$ cat src/sv/hkt_fifo.sv
// hkt_fifo: small register-based queue with push/full and pop/empty sides.
// No dependencies.
module hkt_fifo
#(
    parameter int WIDTH = 8,
    parameter int DEPTH = 2
)
(
    input  logic             clk,
    input  logic             rst_n,
    input  logic             push,
    input  logic [WIDTH-1:0] wdata,
    output logic             full,
    input  logic             pop,
    output logic [WIDTH-1:0] rdata,
    output logic             empty
);

    localparam int PW   = (DEPTH > 1) ? $clog2(DEPTH) : 1;
    localparam int CNTW = $clog2(DEPTH + 1);

    logic [WIDTH-1:0] entries_reg [DEPTH];
    logic [PW-1:0]    wr_ptr_reg, wr_ptr_next;
    logic [PW-1:0]    rd_ptr_reg, rd_ptr_next;
    logic [CNTW-1:0]  count_reg, count_next;
    logic             do_push, do_pop;

    assign full    = (count_reg == CNTW'(DEPTH));
    assign empty   = (count_reg == '0);
    assign do_push = push && !full;
    assign do_pop  = pop && !empty;
    assign rdata   = entries_reg[rd_ptr_reg];

    // Pointer and fill count update
    always_comb
    begin
        wr_ptr_next = wr_ptr_reg;
        rd_ptr_next = rd_ptr_reg;
        if (do_push)
        begin
            wr_ptr_next = (wr_ptr_reg == PW'(DEPTH - 1)) ? '0 : wr_ptr_reg + 1'b1;
        end
        if (do_pop)
        begin
            rd_ptr_next = (rd_ptr_reg == PW'(DEPTH - 1)) ? '0 : rd_ptr_reg + 1'b1;
        end
        count_next = count_reg + CNTW'(do_push) - CNTW'(do_pop);
    end

    always_ff @(posedge clk or negedge rst_n)
    begin
        if (!rst_n)
        begin
            wr_ptr_reg <= '0;
            rd_ptr_reg <= '0;
            count_reg  <= '0;
        end
        else
        begin
            wr_ptr_reg <= wr_ptr_next;
            rd_ptr_reg <= rd_ptr_next;
            count_reg  <= count_next;
        end
    end

    // Storage, no reset needed
    always_ff @(posedge clk)
    begin
        if (do_push)
        begin
            entries_reg[wr_ptr_reg] <= wdata;
        end
    end

endmodule

$ cat config.mk
export PLATFORM = sky130hd
export DESIGN_NAME = hkt_fifo
export DESIGN_NICKNAME = d
export VERILOG_FILES = /design/src/sv/hkt_fifo.sv
export SDC_FILE = /design/constraint.sdc
export NUM_CORES = 1
export LEC_CHECK = 0
export BUFFER_PORTS_ARGS = -buffer_cell sky130_fd_sc_hd__buf_2
export CAP_MARGIN = 0
export CORE_MARGIN = 1
export CORE_UTILIZATION = 51
export DETAILED_ROUTE_END_ITERATION = 12
export PLACE_DENSITY = 0.9
export SLEW_MARGIN = 20
export SYNTH_ARGS = -nofsm -noshare
export SYNTH_HDL_FRONTEND = slang
export SYNTH_SLANG_ARGS = --single-unit
$ cat constraint.sdc
create_clock -name clk -period 3.3 [get_ports clk]
set_input_delay 0.66 -clock clk [delete_from_list [all_inputs] [get_ports clk]]
set_output_delay 0.66 -clock clk [all_outputs]
set_load 0.01 [all_outputs]
=== After elaboration in Yosys (flattened, before gate mapping) ===
Memories as Yosys holds them, arrays and structs flattened.
Index checks and enable logic that the tools add are counted.

* Memory bits (writable): 16
* Logic and storage cells: 18
* Memories kept: 1
* Bits of input ports: 12
* Output and inout port bits: 10
* Register bits: 4
* ROM bits: 0
* Bits in latches: 0

* Muxes and demuxes: 4
* Add/sub/neg operators: 4
* Reductions and logical operators: 5
* Eq/ne operators: 1
* Bitwise gates (word level): 0
* Div/mod/pow operators: 0
* $lt $le $gt $ge: 0
* Shift operators: 0
* Multiply operators: 0

{| class="wikitable"
|+ Memories
! name !! words !! width !! rd ports !! clocked after Yosys merged registers in !! wr ports !! line !! text
|-
| entries_reg || 2 || 8 || 1 || 0 || 1 || 22 || <nowiki>logic [WIDTH-1:0] entries_reg [DEPTH];</nowiki>
|}

{| class="wikitable"
|+ Operators by type and width
! operator !! number
|-
| 1-bit 2-to-1 mux || 4
|-
| 1-bit adder, second input constant || 2
|-
| 2-bit by 1-bit adder with 2-bit output || 1
|-
| 2-bit == test, second input constant || 1
|-
| 1-bit logical AND || 2
|-
| 1-bit zero test || 2
|-
| 2-bit zero test || 1
|-
| 2-bit by 1-bit subtractor with 2-bit output || 1
|}

=== Depth between registers and ports, before layout ===
Gate-level depths: netlist of the first run.

* Word-level depth: 5
* Mapped depth: 7
* Depth with buffers taken out: 7

=== Least setup slack after synthesis of the first run ===
No wires, ideal clock.

* Path kind: input-to-reg
* Start point: in pop
* End point: reg count_reg[1]
* Setup time: 0.123 ns
* Buffers on the path: 0
* Path slack: 1.654 ns
* Data arrival time: 1.523 ns
* Cell stages on the path: 6
* Required time: 3.177 ns
* Path through: nor2b_2 ha_1 inv_1 ha_1 xnor2_1 xnor2_1

* Longest elaborated chain between the ends: 2

{| class="wikitable"
|+ RTL lines
! item !! line !! text
|-
| start: declaration || 14 || <nowiki>input logic pop,</nowiki>
|-
| 1-bit logical AND || 31 || <nowiki>assign do_pop = pop && !empty;</nowiki>
|-
| 2-bit by 1-bit subtractor with 2-bit output || 47 || <nowiki>count_next = count_reg + CNTW'(do_push) - CNTW'(do_pop);</nowiki>
|-
| via count_next[1] || 25 || <nowiki>logic [CNTW-1:0] count_reg, count_next;</nowiki>
|-
| end signal: assignment || 62 || <nowiki>count_reg <= count_next;</nowiki>
|-
| end: declaration || 25 ||
|}

The timed path passes the listed nets, and every way through them passes these cells.
A chain may end at the register's enable or synchronous reset.

=== Worst setup path after layout of the first run ===
* Start point: reg rd_ptr_reg
* End point: out rdata[5]

* Longest elaborated chain between the ends: 1

{| class="wikitable"
|+ RTL lines
! item !! line !! text
|-
| start: declaration || 24 || <nowiki>logic [PW-1:0] rd_ptr_reg, rd_ptr_next;</nowiki>
|-
| start signal: assignment || 61 || <nowiki>rd_ptr_reg <= rd_ptr_next;</nowiki>
|-
| memory read 2 x 8 bit || - ||
|-
| end: declaration || 15 || <nowiki>output logic [WIDTH-1:0] rdata,</nowiki>
|}

Every way passes these cells.

==> metrics, run 1 <==
status finished clean; Max-cap violations 0; clock tree sinks 20; TritonCTS buffer count 3; critical path type reg2out; worst-case clock buffer depth 2; crit path launch type flop; vias per std cell 5.28; DRC 0; top post-synthesis cells by area edfxtp_1 61%, dfrtp_1 13%, mux2_2 11%, xnor2_1 3.3%, ha_1 3.2%; dpl cell area 897 um2; Final Instance Area ~920 um2; DIE AREA between 0.0015 and 0.002 mm2; Post-CTS Hold Buffers 0; #FFs+latches synth 20; ys flop type edfxtp_1; clock slew at reported path FFs 100 ps; CP max FO 9; GP Congestion around 0.78; Via Count about 430; Die W about 41 um; core box area 0.00137 mm2; Req. time, crit path about 2600 ps; starting density of the core 0.574; number of global-route vias before repair 409; final WL 1290 um; EDFF count, synth 16; HPWL Detailed 982 um; ANT cells 0; fmax 481 MHz; Root Buffer clkbuf_4; RSZ-0062 raised after global routing no; Post-CTS Resized 0; Worst Hold Class in2async; clock skew 3.33 ps; Syn Nets 57; Yosys top cell by area edfxtp_1; Core Rows 13; Pwr Density roughly 850 mW/mm2; top-count cell post-synth edfxtp_1; initial antenna violation count 0; syn_area_per_cell ~18 um2; Largest register FFs 16; sequential area share after synthesis 0.740; endpoints failing setup 0; Yosys top cell area share 0.612; Final TNS setup 0 ps; DRT Pass-1 Iters 4; Ys Warns 0; worst endpoint data arrival time 1420 ps; Total Power 0.787 mW; Worst Setup End Kind output port; post-synthesis async set-or-reset flop share 0.200; GRT Overall Usage 0.178; layout cells sized above 1 0.507; IO Pins 22; commonest cells in the netlist 16 x edfxtp_1, 8 x mux2_2, 4 x dfrtp_1; Final Hold Vio Count 0; Worst VDD drop 0.000466 V; Synth Cell Area about 780 um2; Cell Count, Final, Fillers Out 82; Slew Viols, Final 0; drt wl/cell approximately 16 um; Port Buffers 21; fin crit period 2080 ps; Gate Count Post-Synth 43; Die H 41.2 um; Placed Cells between 70 and 80; largest net degree at the start of global routing 12; H-tree Lvls 1; first-pass GRT wire length 1770 um; max_slew headroom 0.559; Netlist cell types 14; leakage power a little under 0.4 nW; Clock Latency Late Sink around 290 ps; CTS tree done; first-iteration detailed-routing DRC count 17; Area Overhead vs Synth 17.7%; final net count 82; Final ANT Viol Nets 0; Tightest Pin Transition 659 ps; Final period util 0.630; setup bufs post-CTS 0; gr ovfl total 0
-- worst paths after layout --
path,slack (ps),cells after the start,to,from
min in group clk,510,1,wr_ptr_reg,wr_ptr_reg
min,150,1,count_reg[0],rst_n
max reg2reg,1710,3,entries_reg[0][7],count_reg[0]
max in group asynchronous,3040,1,rd_ptr_reg,rst_n
max,1220,2,rdata[5],rd_ptr_reg
min reg2reg,510,1,wr_ptr_reg,wr_ptr_reg
-- worst max-delay path: stages, from the launching register on --
cell and delay, ps:
dfrtp_1 590, mux2_2 400, buf_2 140
-- per-layer routing --
metal  routed length (um)  share of wire  global-route usage
met5                    0              0                   0
met4                   14          0.011              0.0726
met3                   85          0.066              0.0707
met2                  650           0.51               0.293
met1                  535           0.42               0.207
-- layout make-up --
cell class / instances / area (um2)
Timing Repair Buffer: 21 / 105
Clock buffer: 3 / 22.5
Clock inverter: 1 / 3.75
Sequential cell: 20 / 581
Multi-Input combinational cell: 20 / 185
Tap cell: 15 / 18.8
Inverter: 2 / 7.51
Fill cell: 101 / 443
-- power by group --
part           switching, mW  internal (mW)
Sequential            0.0526          0.353
Combinational          0.132          0.135
Clock                 0.0697         0.0439
Total                  0.254          0.533
-- cells in the final DEF, fill, tap and decap left out, drive strengths merged --
cell type  netlist  final
ha               2      2
and3             1      1
clkbuf           0      3
dfrtp            4      4
nor2b            1      1
mux2             8      8
edfxtp          16     16
nand2            1      1
nor2             2      2
inv              2      2
buf              1     21
nand2b           1      1
clkinv           0      1
xnor2            3      3
xor2             1      1
-- stage by stage --
step                utilization  setup slack [ps]  hold WS, ps
CTS                       0.676              1210          148
floorplan                     -              1650          364
finish                    0.676              1220          150
global placement          0.657              1540          471
detailed placement        0.657              1490          471
global route              0.676              1170          142
-- kinds of logic after synthesis --
kind of cell	count (synthesis)	share of synthesized area
XOR/XNOR	4	0.0447
adder cells (fa/ha/maj)	2	0.0319
buffers and inverters	3	0.0239
flip-flops	20	0.740
multiplexers	8	0.115
AND/OR/NAND/NOR	6	0.0447
Note: power is estimated with default switching activity, not from simulation.
==> inputs of run 2 (changes only) <==
CORE_UTILIZATION = 44   (was 51)
PLACE_DENSITY = 0.84   (was 0.9)
clock period = 1.9 ns   (was 3.3 ns; I/O delays follow)
==> run 2 against run 1 <==
Against the previous run:
- register-to-register slack got worse by 1300 ps
- utilization decreased by 7.8 points
- the flow now finishes with violations (design-rule violations)
- largest cell class unchanged
- clock skew up 9.3 ps
- largest power group unchanged
- worst setup slack worse by 1100 ps
==> metrics, run 2 (same netlist as run 1, synthesis figures left out) <==
status complete, but fails checks (was finished clean); failing checks design-rule violations; Final ANT Viol Nets 0 (unchanged); Post-CTS Resized 0 (unchanged); DIE AREA 0.00196 mm2 (was 0.00170 mm2); clock slew at reported path FFs 110 ps (was 100 ps); Area Overhead vs Synth 20.1% (was 17.7%); largest net degree at the start of global routing 12 (unchanged); setup bufs post-CTS 0 (unchanged); Largest register FFs 16 (unchanged); Final TNS setup 0 ps (unchanged); slowest CP cell dfrtp_1 (unchanged); Worst Setup End Kind output port (unchanged); Die W 44.2 um (was 41.2 um); first-iteration detailed-routing DRC count 7 (was 17); fin crit period 1750 ps; Post-CTS Hold Buffers 1 (was 0); Clock Latency Late Sink 290 ps (about the same); DRT Pass-1 Iters 10 (was 4); Final Instance Area 942 um2 (was 923 um2); Final Hold Vio Count 0 (unchanged); fin util 0.598 (was 0.676); IO Pins 22 (unchanged); H-tree Lvls 1 (unchanged); Fin Hold WS 270 ps (was 150 ps); critical path type reg2out (unchanged); Final period util 0.923; gr ovfl total 0 (unchanged); worst-case clock buffer depth 2 (unchanged); TritonCTS buffer count 3 (unchanged); initial antenna violation count 0 (unchanged); Max-cap violations 0 (unchanged); layout cells sized above 1 0.507 (about the same); Slew Viols, Final 0 (unchanged); drt wl/cell 13.5 um (was 15.7 um); Via Count 418 (was 433); CP max FO 9 (unchanged); CTS tree done (unchanged); final WL 1150 um (was 1290 um); CP cell instances mux2_2 -> buf_2 (unchanged); fmax 570 MHz; commonest non-fill, non-tap cell in the layout buf_2 (unchanged); first-pass GRT wire length 1760 um (was 1770 um); final net count 84 (was 82); ANT cells 0 (unchanged); max_slew headroom 0.747 (was 0.559); endpoints failing setup 0 (unchanged); most frequent cells in the layout 21 x buf_2, 16 x edfxtp_1, 8 x mux2_2 (unchanged); Max stage delay on crit path 580 ps (was 590 ps); Worst VDD drop 0.000688 V (was 0.000466 V); Die H 44.2 um (was 41.2 um); number of global-route vias before repair 401 (was 409); dpl cell area 906 um2 (was 897 um2); dpl ws 378 ps (was 1490 ps); GP Congestion 0.742 (was 0.781); Tightest Pin Transition 380 ps (was 659 ps); Req. time, crit path 1520 ps (was 2640 ps); DRC 1 (was 0); Cell Count, Final, Fillers Out 85 (was 82); Worst Hold Class in2reg (was in2async); starting density of the core 0.498 (was 0.574); multi-input combinational cell area 185 um2 (unchanged); Root Buffer clkbuf_4 (unchanged); Port Buffers 21 (unchanged); vias per std cell 4.92 (was 5.28); core box area 0.00158 mm2 (was 0.00137 mm2); clock tree sinks 20 (unchanged); Pwr Density 1440 mW/mm2 (was 852 mW/mm2); crit path launch type flop (unchanged); Total Power 1.35 mW (was 0.787 mW); Core Rows 14 (was 13); leakage power 0.393 nW (was 0.384 nW); Placed Cells 80 (was 78); HPWL Detailed 835 um (was 982 um); setup slack after layout 146 ps (was 1220 ps); worst endpoint data arrival time 1370 ps (was 1420 ps); Reg area 581 um2 (unchanged); RSZ-0062 raised after global routing no (unchanged); clock skew 12.6 ps (was 3.33 ps); GRT Overall Usage 0.138 (was 0.178); Fillers 128 (was 101)
-- run 2: changes by cell type in the layout (fill, tap and decap cells not counted) --
cell,delta
dlygate4sd3_1,+1
buf_4,+1
-- run 2: final cells by class --
type | instances | area share
clock buffer | 3 | 0.0239
clock inverter | 1 | 0.00398
inverter | 2 | 0.00797
multi-input combinational | 20 | 0.197
sequential | 20 | 0.616
tap | 16 | 0.0212
timing repair buffer | 23 | 0.130
-- run 2: worst paths after layout --
path	from	end	slack [ps]	cells after the start
setup / recovery	rd_ptr_reg	rdata[2]	150	2
hold / removal	wdata[2]	entries_reg[0][2]	270	1
setup reg to reg	count_reg[1]	count_reg[1]	370	7
hold reg to reg	wr_ptr_reg	wr_ptr_reg	520	1
max in group asynchronous	rst_n	rd_ptr_reg	1370	2
min in group asynchronous	rst_n	wr_ptr_reg	420	2
-- run 2: worst max-delay path: cells and delay by family, from the launching register on --
| family | cells | cell delay, ps |
|---|---|---|
| DFF | 1 | 580 |
| muxes | 1 | 380 |
| buffers and inverters | 1 | 140 |
-- run 2: per-layer routing --
layer  vias up  part of all wire  track usage
met3         0             0.045       0.0571
met5         -                 0            0
li1        207                 -            -
met1       197              0.44        0.141
met2        14              0.52        0.224
met4         0                 0        0.103
-- run 2: power breakdown --
group	total (mW)	internal (mW)	switching [mW]
combinational	0.465	0.244	0.221
clock	0.193	0.0762	0.117
sequential	0.695	0.613	0.0825
total	1.35	0.932	0.421
